## src/rtl/dss_pkg.sv

```systemverilog
// ----------------------------------------------------------------------------
// dss_pkg
// Shared types and constants of the damper start sequencer.
// ----------------------------------------------------------------------------
`timescale 1ns / 1ps

package dss_pkg;

    localparam int NUM_DAMPERS      = 4;
    localparam int TICKS_PER_SECOND = 1000;
    localparam int ELAPSED_W        = 18;
    localparam int DELAY_W          = 8;
    localparam int CFG_IDX_W        = 3;

    // register indexes
    localparam logic [CFG_IDX_W-1:0] REG_DELAY_1     = 3'd0;
    localparam logic [CFG_IDX_W-1:0] REG_DELAY_2     = 3'd1;
    localparam logic [CFG_IDX_W-1:0] REG_DELAY_3     = 3'd2;
    localparam logic [CFG_IDX_W-1:0] REG_DELAY_4     = 3'd3;
    localparam logic [CFG_IDX_W-1:0] REG_ENABLE_MASK = 3'd4;

    typedef logic [NUM_DAMPERS-1:0] t_dmp_mask;
    typedef logic [ELAPSED_W-1:0]   t_elapsed;
    typedef logic signed [DELAY_W-1:0] t_delay;

    // per-damper decode of the delay registers, registered in dss_config
    typedef struct packed {
        t_dmp_mask                     enable;
        t_dmp_mask                     is_zero;
        t_dmp_mask                     is_pos;
        t_dmp_mask                     is_neg;
        logic [NUM_DAMPERS-1:0][ELAPSED_W-1:0] thr_first;
        logic [NUM_DAMPERS-1:0][ELAPSED_W-1:0] thr_second;
    } t_dly_info;

    // seconds (0..255 from dss_config) to ticks
    function automatic t_elapsed sec_to_ticks(input logic [DELAY_W:0] secs);
        return ELAPSED_W'(int'(secs) * TICKS_PER_SECOND);
    endfunction

endpackage

```

## src/rtl/dss_config.sv

```systemverilog
// ----------------------------------------------------------------------------
// dss_config
// Configuration registers and registered per-damper tick thresholds.
// ----------------------------------------------------------------------------
`timescale 1ns / 1ps

module dss_config (
    input  logic                          i_clk,
    input  logic                          i_rst_n,
    input  logic                          i_cfg_valid,
    output logic                          o_cfg_ready,
    input  logic [dss_pkg::CFG_IDX_W-1:0] i_cfg_index,
    input  logic [dss_pkg::DELAY_W-1:0]   i_cfg_data,
    output dss_pkg::t_dly_info            o_info
);
    import dss_pkg::*;

    t_delay    r_delay [NUM_DAMPERS];
    t_dmp_mask r_enable;
    t_dly_info r_info;
    t_dly_info n_info;
    t_delay    min_dly;
    logic [DELAY_W:0] dsx;
    logic [DELAY_W:0] msx;
    logic [DELAY_W:0] mag;
    logic [DELAY_W:0] diff;

    assign o_cfg_ready = 1'b1;
    assign o_info      = r_info;

    always_ff @(posedge i_clk) begin
        if (!i_rst_n) begin
            for (int i = 0; i < NUM_DAMPERS; i++) begin
                r_delay[i] <= '0;
            end
            r_enable <= '0;
        end else if (i_cfg_valid && o_cfg_ready) begin
            case (i_cfg_index)
                REG_DELAY_1:     r_delay[0] <= i_cfg_data;
                REG_DELAY_2:     r_delay[1] <= i_cfg_data;
                REG_DELAY_3:     r_delay[2] <= i_cfg_data;
                REG_DELAY_4:     r_delay[3] <= i_cfg_data;
                REG_ENABLE_MASK: r_enable   <= i_cfg_data[NUM_DAMPERS-1:0];
                default: begin
                end
            endcase
        end
    end

    always_comb begin
        min_dly = r_delay[0];
        for (int i = 1; i < NUM_DAMPERS; i++) begin
            if (r_delay[i] < min_dly) begin
                min_dly = r_delay[i];
            end
        end
        msx    = {min_dly[DELAY_W-1], min_dly};
        n_info = '0;
        n_info.enable = r_enable;
        dsx  = '0;
        mag  = '0;
        diff = '0;
        for (int i = 0; i < NUM_DAMPERS; i++) begin
            dsx  = {r_delay[i][DELAY_W-1], r_delay[i]};
            mag  = dsx[DELAY_W] ? ((DELAY_W+1)'(0) - dsx) : dsx;
            // offset from the earliest damper, never negative
            diff = dsx - msx;
            n_info.is_zero[i]    = (r_delay[i] == '0);
            n_info.is_pos[i]     = !dsx[DELAY_W] && (r_delay[i] != '0);
            n_info.is_neg[i]     = dsx[DELAY_W];
            n_info.thr_first[i]  = sec_to_ticks(diff);
            n_info.thr_second[i] = sec_to_ticks(mag);
        end
    end

    always_ff @(posedge i_clk) begin
        r_info <= n_info;
    end

endmodule

```

## src/rtl/damper_start_sequencer.sv

```systemverilog
// ----------------------------------------------------------------------------
// damper_start_sequencer
// Sequences four ventilation dampers around fan start, one tick per transaction.
// ----------------------------------------------------------------------------
//  channel | direction | handshake                  | payload
//  tick in | in        | i_in_valid / o_in_stall    | i_unit_run, i_fans_allow
//  result  | out       | o_out_valid / i_out_stall  | o_damper_open_mask,
//          |           |                            | o_fan_permit_mask, o_all_permit
//  config  | in        | i_cfg_valid / o_cfg_ready  | i_cfg_index, i_cfg_data
//
//  One tick per cycle sustained while the result is not stalled; a tick passes
//  the input register, then the state update into the state/result registers.
//  Thresholds are registered from the configuration registers every cycle.
//  Synchronous reset clears configuration, sequencing state and both stages.
//  A stalled result holds; input stalls only when both stages are full.
// ----------------------------------------------------------------------------
`timescale 1ns / 1ps

module damper_start_sequencer (
    input  logic                            i_clk,
    input  logic                            i_rst_n,
    input  logic                            i_in_valid,
    output logic                            o_in_stall,
    input  logic                            i_unit_run,
    input  logic                            i_fans_allow,
    output logic                            o_out_valid,
    input  logic                            i_out_stall,
    output logic [dss_pkg::NUM_DAMPERS-1:0] o_damper_open_mask,
    output logic [dss_pkg::NUM_DAMPERS-1:0] o_fan_permit_mask,
    output logic                            o_all_permit,
    input  logic                            i_cfg_valid,
    output logic                            o_cfg_ready,
    input  logic [dss_pkg::CFG_IDX_W-1:0]   i_cfg_index,
    input  logic [dss_pkg::DELAY_W-1:0]     i_cfg_data
);
    import dss_pkg::*;

    t_dly_info info;

    logic      r_in_valid;
    logic      r_unit_run;
    logic      r_fans_allow;
    logic      r_out_valid;
    logic      adv;

    t_elapsed  r_elapsed;
    t_dmp_mask r_first;
    t_dmp_mask r_second;
    t_dmp_mask r_permit;
    t_dmp_mask r_open;

    t_elapsed  n_elapsed;
    t_dmp_mask n_first;
    t_dmp_mask n_second;
    t_dmp_mask n_permit;
    t_dmp_mask n_open;

    dss_config u_config (
        .i_clk       (i_clk),
        .i_rst_n     (i_rst_n),
        .i_cfg_valid (i_cfg_valid),
        .o_cfg_ready (o_cfg_ready),
        .i_cfg_index (i_cfg_index),
        .i_cfg_data  (i_cfg_data),
        .o_info      (info)
    );

    assign adv         = r_in_valid && (!r_out_valid || !i_out_stall);
    assign o_in_stall  = r_in_valid && !adv;
    assign o_out_valid = r_out_valid;

    assign o_damper_open_mask = r_open;
    assign o_fan_permit_mask  = r_permit;
    assign o_all_permit       = &r_permit;

    always_ff @(posedge i_clk) begin
        if (!i_rst_n) begin
            r_in_valid <= 1'b0;
        end else if (!o_in_stall) begin
            r_in_valid <= i_in_valid;
        end
    end

    always_ff @(posedge i_clk) begin
        if (i_in_valid && !o_in_stall) begin
            r_unit_run   <= i_unit_run;
            r_fans_allow <= i_fans_allow;
        end
    end

    always_comb begin
        n_elapsed = r_elapsed;
        n_first   = r_first;
        n_second  = r_second;
        n_permit  = r_permit;
        n_open    = r_open;
        if (!r_unit_run) begin
            n_elapsed = '0;
            n_first   = '1;
            n_second  = '1;
            n_permit  = '0;
            n_open    = '0;
        end else begin
            if (r_elapsed != '1) begin
                n_elapsed = r_elapsed + t_elapsed'(1);
            end
            for (int i = 0; i < NUM_DAMPERS; i++) begin
                if (info.enable[i] && r_first[i]) begin
                    if (info.is_zero[i] && (n_elapsed > info.thr_first[i])) begin
                        n_permit[i] = 1'b1;
                        n_open[i]   = 1'b1;
                        n_first[i]  = 1'b0;
                    end else if (info.is_pos[i]) begin
                        n_permit[i] = 1'b1;
                        n_first[i]  = 1'b0;
                    end else if (info.is_neg[i] && (n_elapsed > info.thr_first[i])) begin
                        n_open[i]   = 1'b1;
                        n_first[i]  = 1'b0;
                    end
                end
                if (r_second[i]) begin
                    if (info.is_pos[i] && r_fans_allow
                        && (n_elapsed > info.thr_second[i])) begin
                        n_open[i]   = 1'b1;
                        n_second[i] = 1'b0;
                    end else if (info.is_neg[i] && (n_elapsed > info.thr_second[i])) begin
                        n_permit[i] = 1'b1;
                        n_second[i] = 1'b0;
                    end
                end
                // disabled damper permits at once
                if (!info.enable[i] && r_first[i]) begin
                    n_permit[i] = 1'b1;
                    n_first[i]  = 1'b0;
                end
            end
        end
    end

    always_ff @(posedge i_clk) begin
        if (!i_rst_n) begin
            r_out_valid <= 1'b0;
            r_elapsed   <= '0;
            r_first     <= '1;
            r_second    <= '1;
            r_permit    <= '0;
            r_open      <= '0;
        end else begin
            if (adv) begin
                r_out_valid <= 1'b1;
                r_elapsed   <= n_elapsed;
                r_first     <= n_first;
                r_second    <= n_second;
                r_permit    <= n_permit;
                r_open      <= n_open;
            end else if (!i_out_stall) begin
                r_out_valid <= 1'b0;
            end
        end
    end

    a_stop_clears: assert property (@(posedge i_clk) disable iff (!i_rst_n)
        (adv && !r_unit_run) |=> (r_permit == '0 && r_open == '0 && r_elapsed == '0))
        else $error("stop tick did not clear damper state");

    a_elapsed_step: assert property (@(posedge i_clk) disable iff (!i_rst_n)
        (adv && r_unit_run && r_elapsed != '1)
        |=> (r_elapsed == $past(r_elapsed) + t_elapsed'(1)))
        else $error("elapsed counter did not advance by one tick");

    a_permit_sticky: assert property (@(posedge i_clk) disable iff (!i_rst_n)
        (adv && r_unit_run) |=> ((r_permit & $past(r_permit)) == $past(r_permit)))
        else $error("fan permit dropped while unit running");

    a_open_sticky: assert property (@(posedge i_clk) disable iff (!i_rst_n)
        (adv && r_unit_run) |=> ((r_open & $past(r_open)) == $past(r_open)))
        else $error("damper closed while unit running");

    a_stall_full: assert property (@(posedge i_clk) disable iff (!i_rst_n)
        o_in_stall |-> (r_in_valid && r_out_valid))
        else $error("input stalled with a free stage");

endmodule
```

## config.mk

```make
export PLATFORM = sky130hd
export DESIGN_NAME = damper_start_sequencer
export DESIGN_NICKNAME = d
export VERILOG_FILES = /design/src/rtl/dss_pkg.sv /design/src/rtl/dss_config.sv /design/src/rtl/damper_start_sequencer.sv
export SDC_FILE = /design/constraint.sdc
export NUM_CORES = 1
export LEC_CHECK = 0
export BUFFER_PORTS_ARGS = -buffer_cell sky130_fd_sc_hd__buf_2
export CORE_AREA = 2 2 263 265
export CTS_CLUSTER_DIAMETER = 120
export CTS_CLUSTER_SIZE = 14
export DETAILED_ROUTE_END_ITERATION = 16
export DIE_AREA = 0 0 265 267
export REMOVE_ABC_BUFFERS = 1
export SYNTH_ARGS = -nofsm -noshare
export SYNTH_HDL_FRONTEND = slang
export SYNTH_SLANG_ARGS = --single-unit
```

## constraint.sdc

```tcl
create_clock -name i_clk -period 16.2 [get_ports i_clk]
set_input_delay 3.24 -clock i_clk [delete_from_list [all_inputs] [get_ports i_clk]]
set_output_delay 3.24 -clock i_clk [all_outputs]
set_load 0.005 [all_outputs]
```

# Word-level counts from Yosys, hierarchy flattened
# Memory sizes are Yosys's and may differ from the RTL's.
# Index checks and enable logic that the tools add are counted.
# word_totals
regBits	178
latchBits	0
ramBits	32
rom_bits	0
input_bits	18
out_inout_bits	12
wordCells	256
n_memories	1
# memory_table
name	words	width	read_ports	rd_ports_with_merged_regs	wr	line_no	rtl
u_config.r_delay	4	8	4	0	4	dss_config.sv:18	t_delay r_delay [NUM_DAMPERS];
# classes
add_sub_neg	9
multipliers	8
n_div	0
n_lt_le_gt_ge	11
n_eq_ne	14
shifts	0
mux	121
bitwise_logic	4
n_reduce_logical	63
# op_table
op	n
greater-than comparator 18 bit	8
multiplier 9 x 7 -> 15 bit, second input constant	8
2-to-1 mux 1 bit	103
2-to-1 mux 8 bit	7
2-to-1 mux 18 bit	3
2-to-1 mux 9 bit	4
subtractor 1 x 8 -> 9 bit, first input constant	4
subtractor 8 x 8 -> 9 bit	4
logical AND 1 bit	35
logical NOT 8 bit	4
nonzero test 8 bit	4
less-than comparator 8 bit	3
inequality test 5 x 1 -> 1 bit, second input constant	4
adder 18 x 1 -> 18 bit, second input constant	1
inequality test 18 bit, second input constant	1
2-to-1 mux 4 bit	4
logical NOT 1 bit	12
inequality test 3 x 1 -> 1 bit, second input constant	4
AND reduction 3 bit	4
== test 3 x 2 -> 1 bit, second input constant	2
bitwise OR 1 bit	4
AND reduction 4 bit	1
== test 3 x 1 -> 1 bit, second input constant	1
== test 3 bit, second input constant	1
4 further kinds	4

# Depth between registers and ports, before layout
# depth
ltp_word	12
depth_mapped	44
depth_no_buf	43

# By module
# A second synthesis with hierarchy kept.
# unflattened
hier_cells	2600
hier_area_um2	24220.7
# by_module_without_submodules
module	instances	cells_each	area_per_inst_um2	seq_area_each_um2
dss_config	1	1816	18355.1	3763.6
damper_start_sequencer	1	784	5865.6	780.7

# Worst setup path after synthesis
# No wires, ideal clock.
# synth_path
kind	register -> register
from	mem u_config.r_delay[0][7] (netlist bit)
to	reg u_config.r_info, in the netlist u_config.o_info[142]
setup_time_ps	62
arrival_ps	10053
required_time_ps	16138
path_slack_ps	6085
stages_incl_launch_ff	43
n_path_buf	2
period_less_slack_ps	10115
cell_sequence	edfxtp_1 > clkbuf_1 > inv_1 > ha_1 > nand4_1 > or3_4 > a31oi_4 > mux2i_1 > ha_1 > a21o_1 > a211oi_1 > and3_1 > a21oi_4 > mux2i_1 > inv_1 > ha_1 > a211o_1 > nor3_1 > [... 7 more ...] > nor2b_1 > o21ai_0 > a21boi_0 > o21a_1 > nor2_1 > xnor2_1 > inv_1 > ha_1 > inv_1 > fa_1 > fa_1 > fa_1 > inv_1 > ha_1 > a21oi_1 > o21ai_0 > or4b_2 > nand3_1
# synth_rtl
item	line_no	rtl
start, declared	dss_config.sv:18	
end signal, assigned	dss_config.sv:77	r_info <= n_info;
end, declared	dss_config.sv:20	t_dly_info r_info;

==> results.txt <==
----------------------------------------------------
[Clock network]
  Clock edge transition at the registers on the reported setup and hold paths ... 0.07 ns
  Clk sinks ... 210
  Gates resized, CTS repair ... 0
  Setup repair bufs after CTS ... 0
  TritonCTS Buffers ... 20
  Clock tree from TritonCTS ... done
  H-tree level count ... 1
  Insertion delay to the later sink of the worst-skew pair ... 0.54 ns
  Cts hold-fix bufs ... 0
  CTS Root Buffer Type ... sky130_fd_sc_hd__clkbuf_16
  Maximum number of buffers from clock root to sink ... 3

[Die]
  Die Height ... 267 microns
  Starting density of the core ... 0.3467
  Die outline area ... 70760 sq um
  Number of primary I/O pins ... 30
  Cell row count ... 96
  Die span in x ... 265 microns
  Area of the core region ... 67990 sq um

[Drt]
  Post-route DRC violation count ... 0
  Number of routed nets with antenna violations ... 0
  Vias after detailed routing ... 16890
  Detailed-route vias per instance ... 4.876
  Routed Wire Length ... 54230 microns
  DRC violation total after the first TritonRoute iteration ... 815
  Routed length per instance ... 15.65 microns
  Pre-Repair DR Iteration Count ... 5

[Setup path]
  Required time of the critical path ... 16.68 ns
  Maximum fanout along the worst path ... 11
  FF-to-FF Start ... u_config.r_delay[0][7]
  Slowest cell delay on critical path ... 0.83 ns
  End of the worst register-to-register path ... u_config.o_info[142]
  Critical path's most frequent cell ... sky130_fd_sc_hd__ha_1
  Critical path type ... reg -> reg
  Crit start category ... register
  Arrival @ worst endpoint ... 12.48 ns
  Flop2flop setup slack ... 4.20 ns
  Slowest-stage cell, CP ... sky130_fd_sc_hd__o22ai_1
  R2r worst-path depth ... 40
  Capturing element type of the critical path ... register

[Logic synthesis]
  Number of different library cells in the post-synthesis netlist ... 81
  Syn Inst Count ... 2498
  Count of flip-flops with a built-in enable after synthesis ... 34
  Share of synthesized flip-flops with an asynchronous set or reset ... 0
  Area share of the largest cell type after synthesis ... 0.2442
  Synthesized area ... 23570 sq um
  Leading post-synthesis cells by instance count ... sky130_fd_sc_hd__ha_1, sky130_fd_sc_hd__inv_1, sky130_fd_sc_hd__fa_1, sky130_fd_sc_hd__dfxtp_1, sky130_fd_sc_hd__xnor2_1
  Part of the Yosys area used for sequential elements ... 0.1928
  Post-Syn Area per Cell ... 9.436 sq um
  Flip-flop cell with the highest count after synthesis ... sky130_fd_sc_hd__dfxtp_1
  Synthesis Warnings ... 0
  Count of state elements after synthesis ... 210
  Dominant cell type by area after synthesis ... sky130_fd_sc_hd__ha_1
  Most used standard cell by instance count after synthesis ... sky130_fd_sc_hd__ha_1
  Dominant cells by area after synthesis ... sky130_fd_sc_hd__ha_1, sky130_fd_sc_hd__fa_1, sky130_fd_sc_hd__dfxtp_1

[STA]
  Total setup violations reported at the end of the flow ... 0
  Pins Over Slew Limit ... 0
  Final-layout setup total negative slack ... 0 ns
  Worst relative slew slack ... 0.1688
  Unrepaired setup endpoints after global routing ... false
  Fin Clk Skew ... 0.02481 ns
  Highest achievable clock rate ... 83.35 MHz
  Worst slew pin tran ... 1.235 ns
  Final worst path period need ... 12.00 ns
  Final Cycle Share ... 0.7406
  Final hold violation count ... 0

[Global route]
  Remaining Overflow, GRT ... 0
  Pin count of the biggest net entering global routing ... 34
  First-pass GRT wire length ... 87370 microns
  All-layer global routing usage ... 0.1559
  Initial antenna violation count ... 1
  Vias in the first global route ... 16290

[Placement]
  Count of input and output buffers ... 28
  Estimated wirelength of the detail-placed design ... 44160 microns
  Placer congestion estimate ... 0.8587

[Flow run]
  Reported max-cap violation count ... 0

[Final layout]
  ANT cells ... 0
  Synth-to-Final Area Change ... 8.737%
  # nets final ... 3242
  FILL cells ... 6894
  Proportion of layout cells with a drive suffix above 1 ... 0.04454

[Outcome]
  Run status ... completed

[Worst hold path]
  HP Class ... reg -> reg
  Hold-critical path depth ... 0
  Worst Hold Launch ... u_config.r_enable[0]
  Hold Path Sink ... u_config.o_info[156]

----------------------------------------------------
## layer usage
| layer | global-route usage | vias up | routed length, microns |
|---|---|---|---|
| li1 | - | 8623 | - |
| met3 | 0.01845 | 60 | 2533 |
| met2 | 0.2537 | 280 | 24190 |
| met5 | 0 | - | 0 |
| met4 | 0.03146 | 0 | 1074 |
| met1 | 0.2221 | 7926 | 26430 |
## logic make-up (layout without fill, tap and decap cells)
kind of cell             after synthesis  after routing  share of synthesized area
other                                  2             25                  0.0003186
AO/OA/AOI/OAI                        429            429                     0.1257
adder cells (fa/ha/maj)              656            656                     0.4098
AND/OR/NAND/NOR                      519            519                     0.1157
buffers and inverters                471            532                    0.07532
XOR/XNOR                             178            178                    0.06614
flip-flops                           210            210                     0.1928
multiplexers                          33             33                    0.01423
## state kept, by name, indices dropped and copies added, names as in the netlist
signal              count
o_fan_permit_mask       4
u_config.r_delay       32
u_config.o_info       136
r_elapsed              18
r_first                 4
u_config.r_enable       4
r_second                4
r_unit_run              1
r_fans_allow            1
o_out_valid             1
r_in_valid              1
o_damper_open_mask      4
## worst max-delay path: cells and delay by family (launching register included)
kind                       cells  cell delay (ns)
buffers and inverters          5             0.49
xor gates and xnor gates       1             0.60
muxes                          3             1.05
and+or+nand+nor                7             1.81
adders and majority gates     10             3.96
DFF                            1             0.57
AOI/OAI and AO/OA             14             3.44
## cells in the final DEF, fill, tap and decap left out, types with 8 or more instances in the layout
cell type and n:
sky130_fd_sc_hd__buf_2 28, sky130_fd_sc_hd__o41ai_1 11, sky130_fd_sc_hd__and3_1 24, sky130_fd_sc_hd__or3_1 8
sky130_fd_sc_hd__dfxtp_1 176, sky130_fd_sc_hd__nand2b_1 21, sky130_fd_sc_hd__nor2b_1 51, sky130_fd_sc_hd__clkbuf_1 8
sky130_fd_sc_hd__nor4_1 16, sky130_fd_sc_hd__a31oi_1 16, sky130_fd_sc_hd__o21a_1 20, sky130_fd_sc_hd__nand2_1 82
sky130_fd_sc_hd__inv_1 447, sky130_fd_sc_hd__buf_4 23, sky130_fd_sc_hd__a21oi_1 100, sky130_fd_sc_hd__clkbuf_16 20
sky130_fd_sc_hd__nor3b_1 9, sky130_fd_sc_hd__conb_1 25, sky130_fd_sc_hd__nor2_1 113, sky130_fd_sc_hd__and2_1 36
sky130_fd_sc_hd__xor2_1 45, sky130_fd_sc_hd__nor3_1 54, sky130_fd_sc_hd__xnor2_1 128, sky130_fd_sc_hd__o21ai_0 74
sky130_fd_sc_hd__o31ai_1 17, sky130_fd_sc_hd__nand4_1 27, sky130_fd_sc_hd__edfxtp_1 34, sky130_fd_sc_hd__a21o_1 70
sky130_fd_sc_hd__nand3_1 43, sky130_fd_sc_hd__and4_1 14, sky130_fd_sc_hd__ha_1 460, sky130_fd_sc_hd__mux2i_1 29
sky130_fd_sc_hd__o21bai_1 13, sky130_fd_sc_hd__fa_1 194
## final cells by class
class                   count  area (sq um)  area share
clock inverters             5         53.80    0.002099
inverters                 447          1678     0.06546
flip-flops and latches    210          4544      0.1773
clock buffers              29         544.3     0.02124
well taps                 882          1104     0.04306
multi-input cells        1840         17390      0.6786
repair buffers             51         312.8     0.01220
## stage by stage
step | setup slack, ns | area (sq um) | cells | hold slack (ns) | utilization
final | 4.202 | 25630 | 3464 | 0.3534 | 0.3770
after global routing | 3.331 | 25630 | 3464 | 0.3565 | 0.3770
after CTS | 4.233 | 25630 | 3464 | 0.3542 | 0.3770
after detailed placement | 4.263 | 25030 | 3430 | 0.3368 | 0.3682
after global placement | 4.554 | 25030 | 3430 | 0.3336 | 0.3682
after floorplan | 5.628 | 23560 | 2497 | 0.3301 | -
## worst max-delay path by stage
stage	startpoint	end	slack [ns]
finish	u_config.r_delay[0][7]	u_config.o_info[142]	4.20
global placement	u_config.r_delay[0][7]	u_config.o_info[142]	4.55
CTS	u_config.r_delay[0][7]	u_config.o_info[142]	4.23
floorplan	u_config.r_delay[0][7]	u_config.o_info[142]	5.63
detailed placement	u_config.r_delay[0][7]	u_config.o_info[142]	4.26
global route	u_config.r_delay[0][7]	u_config.o_info[143]	3.33
Power is not shown: default switching activity piles up to over one toggle a cycle in this logic, so the estimate is an artifact.
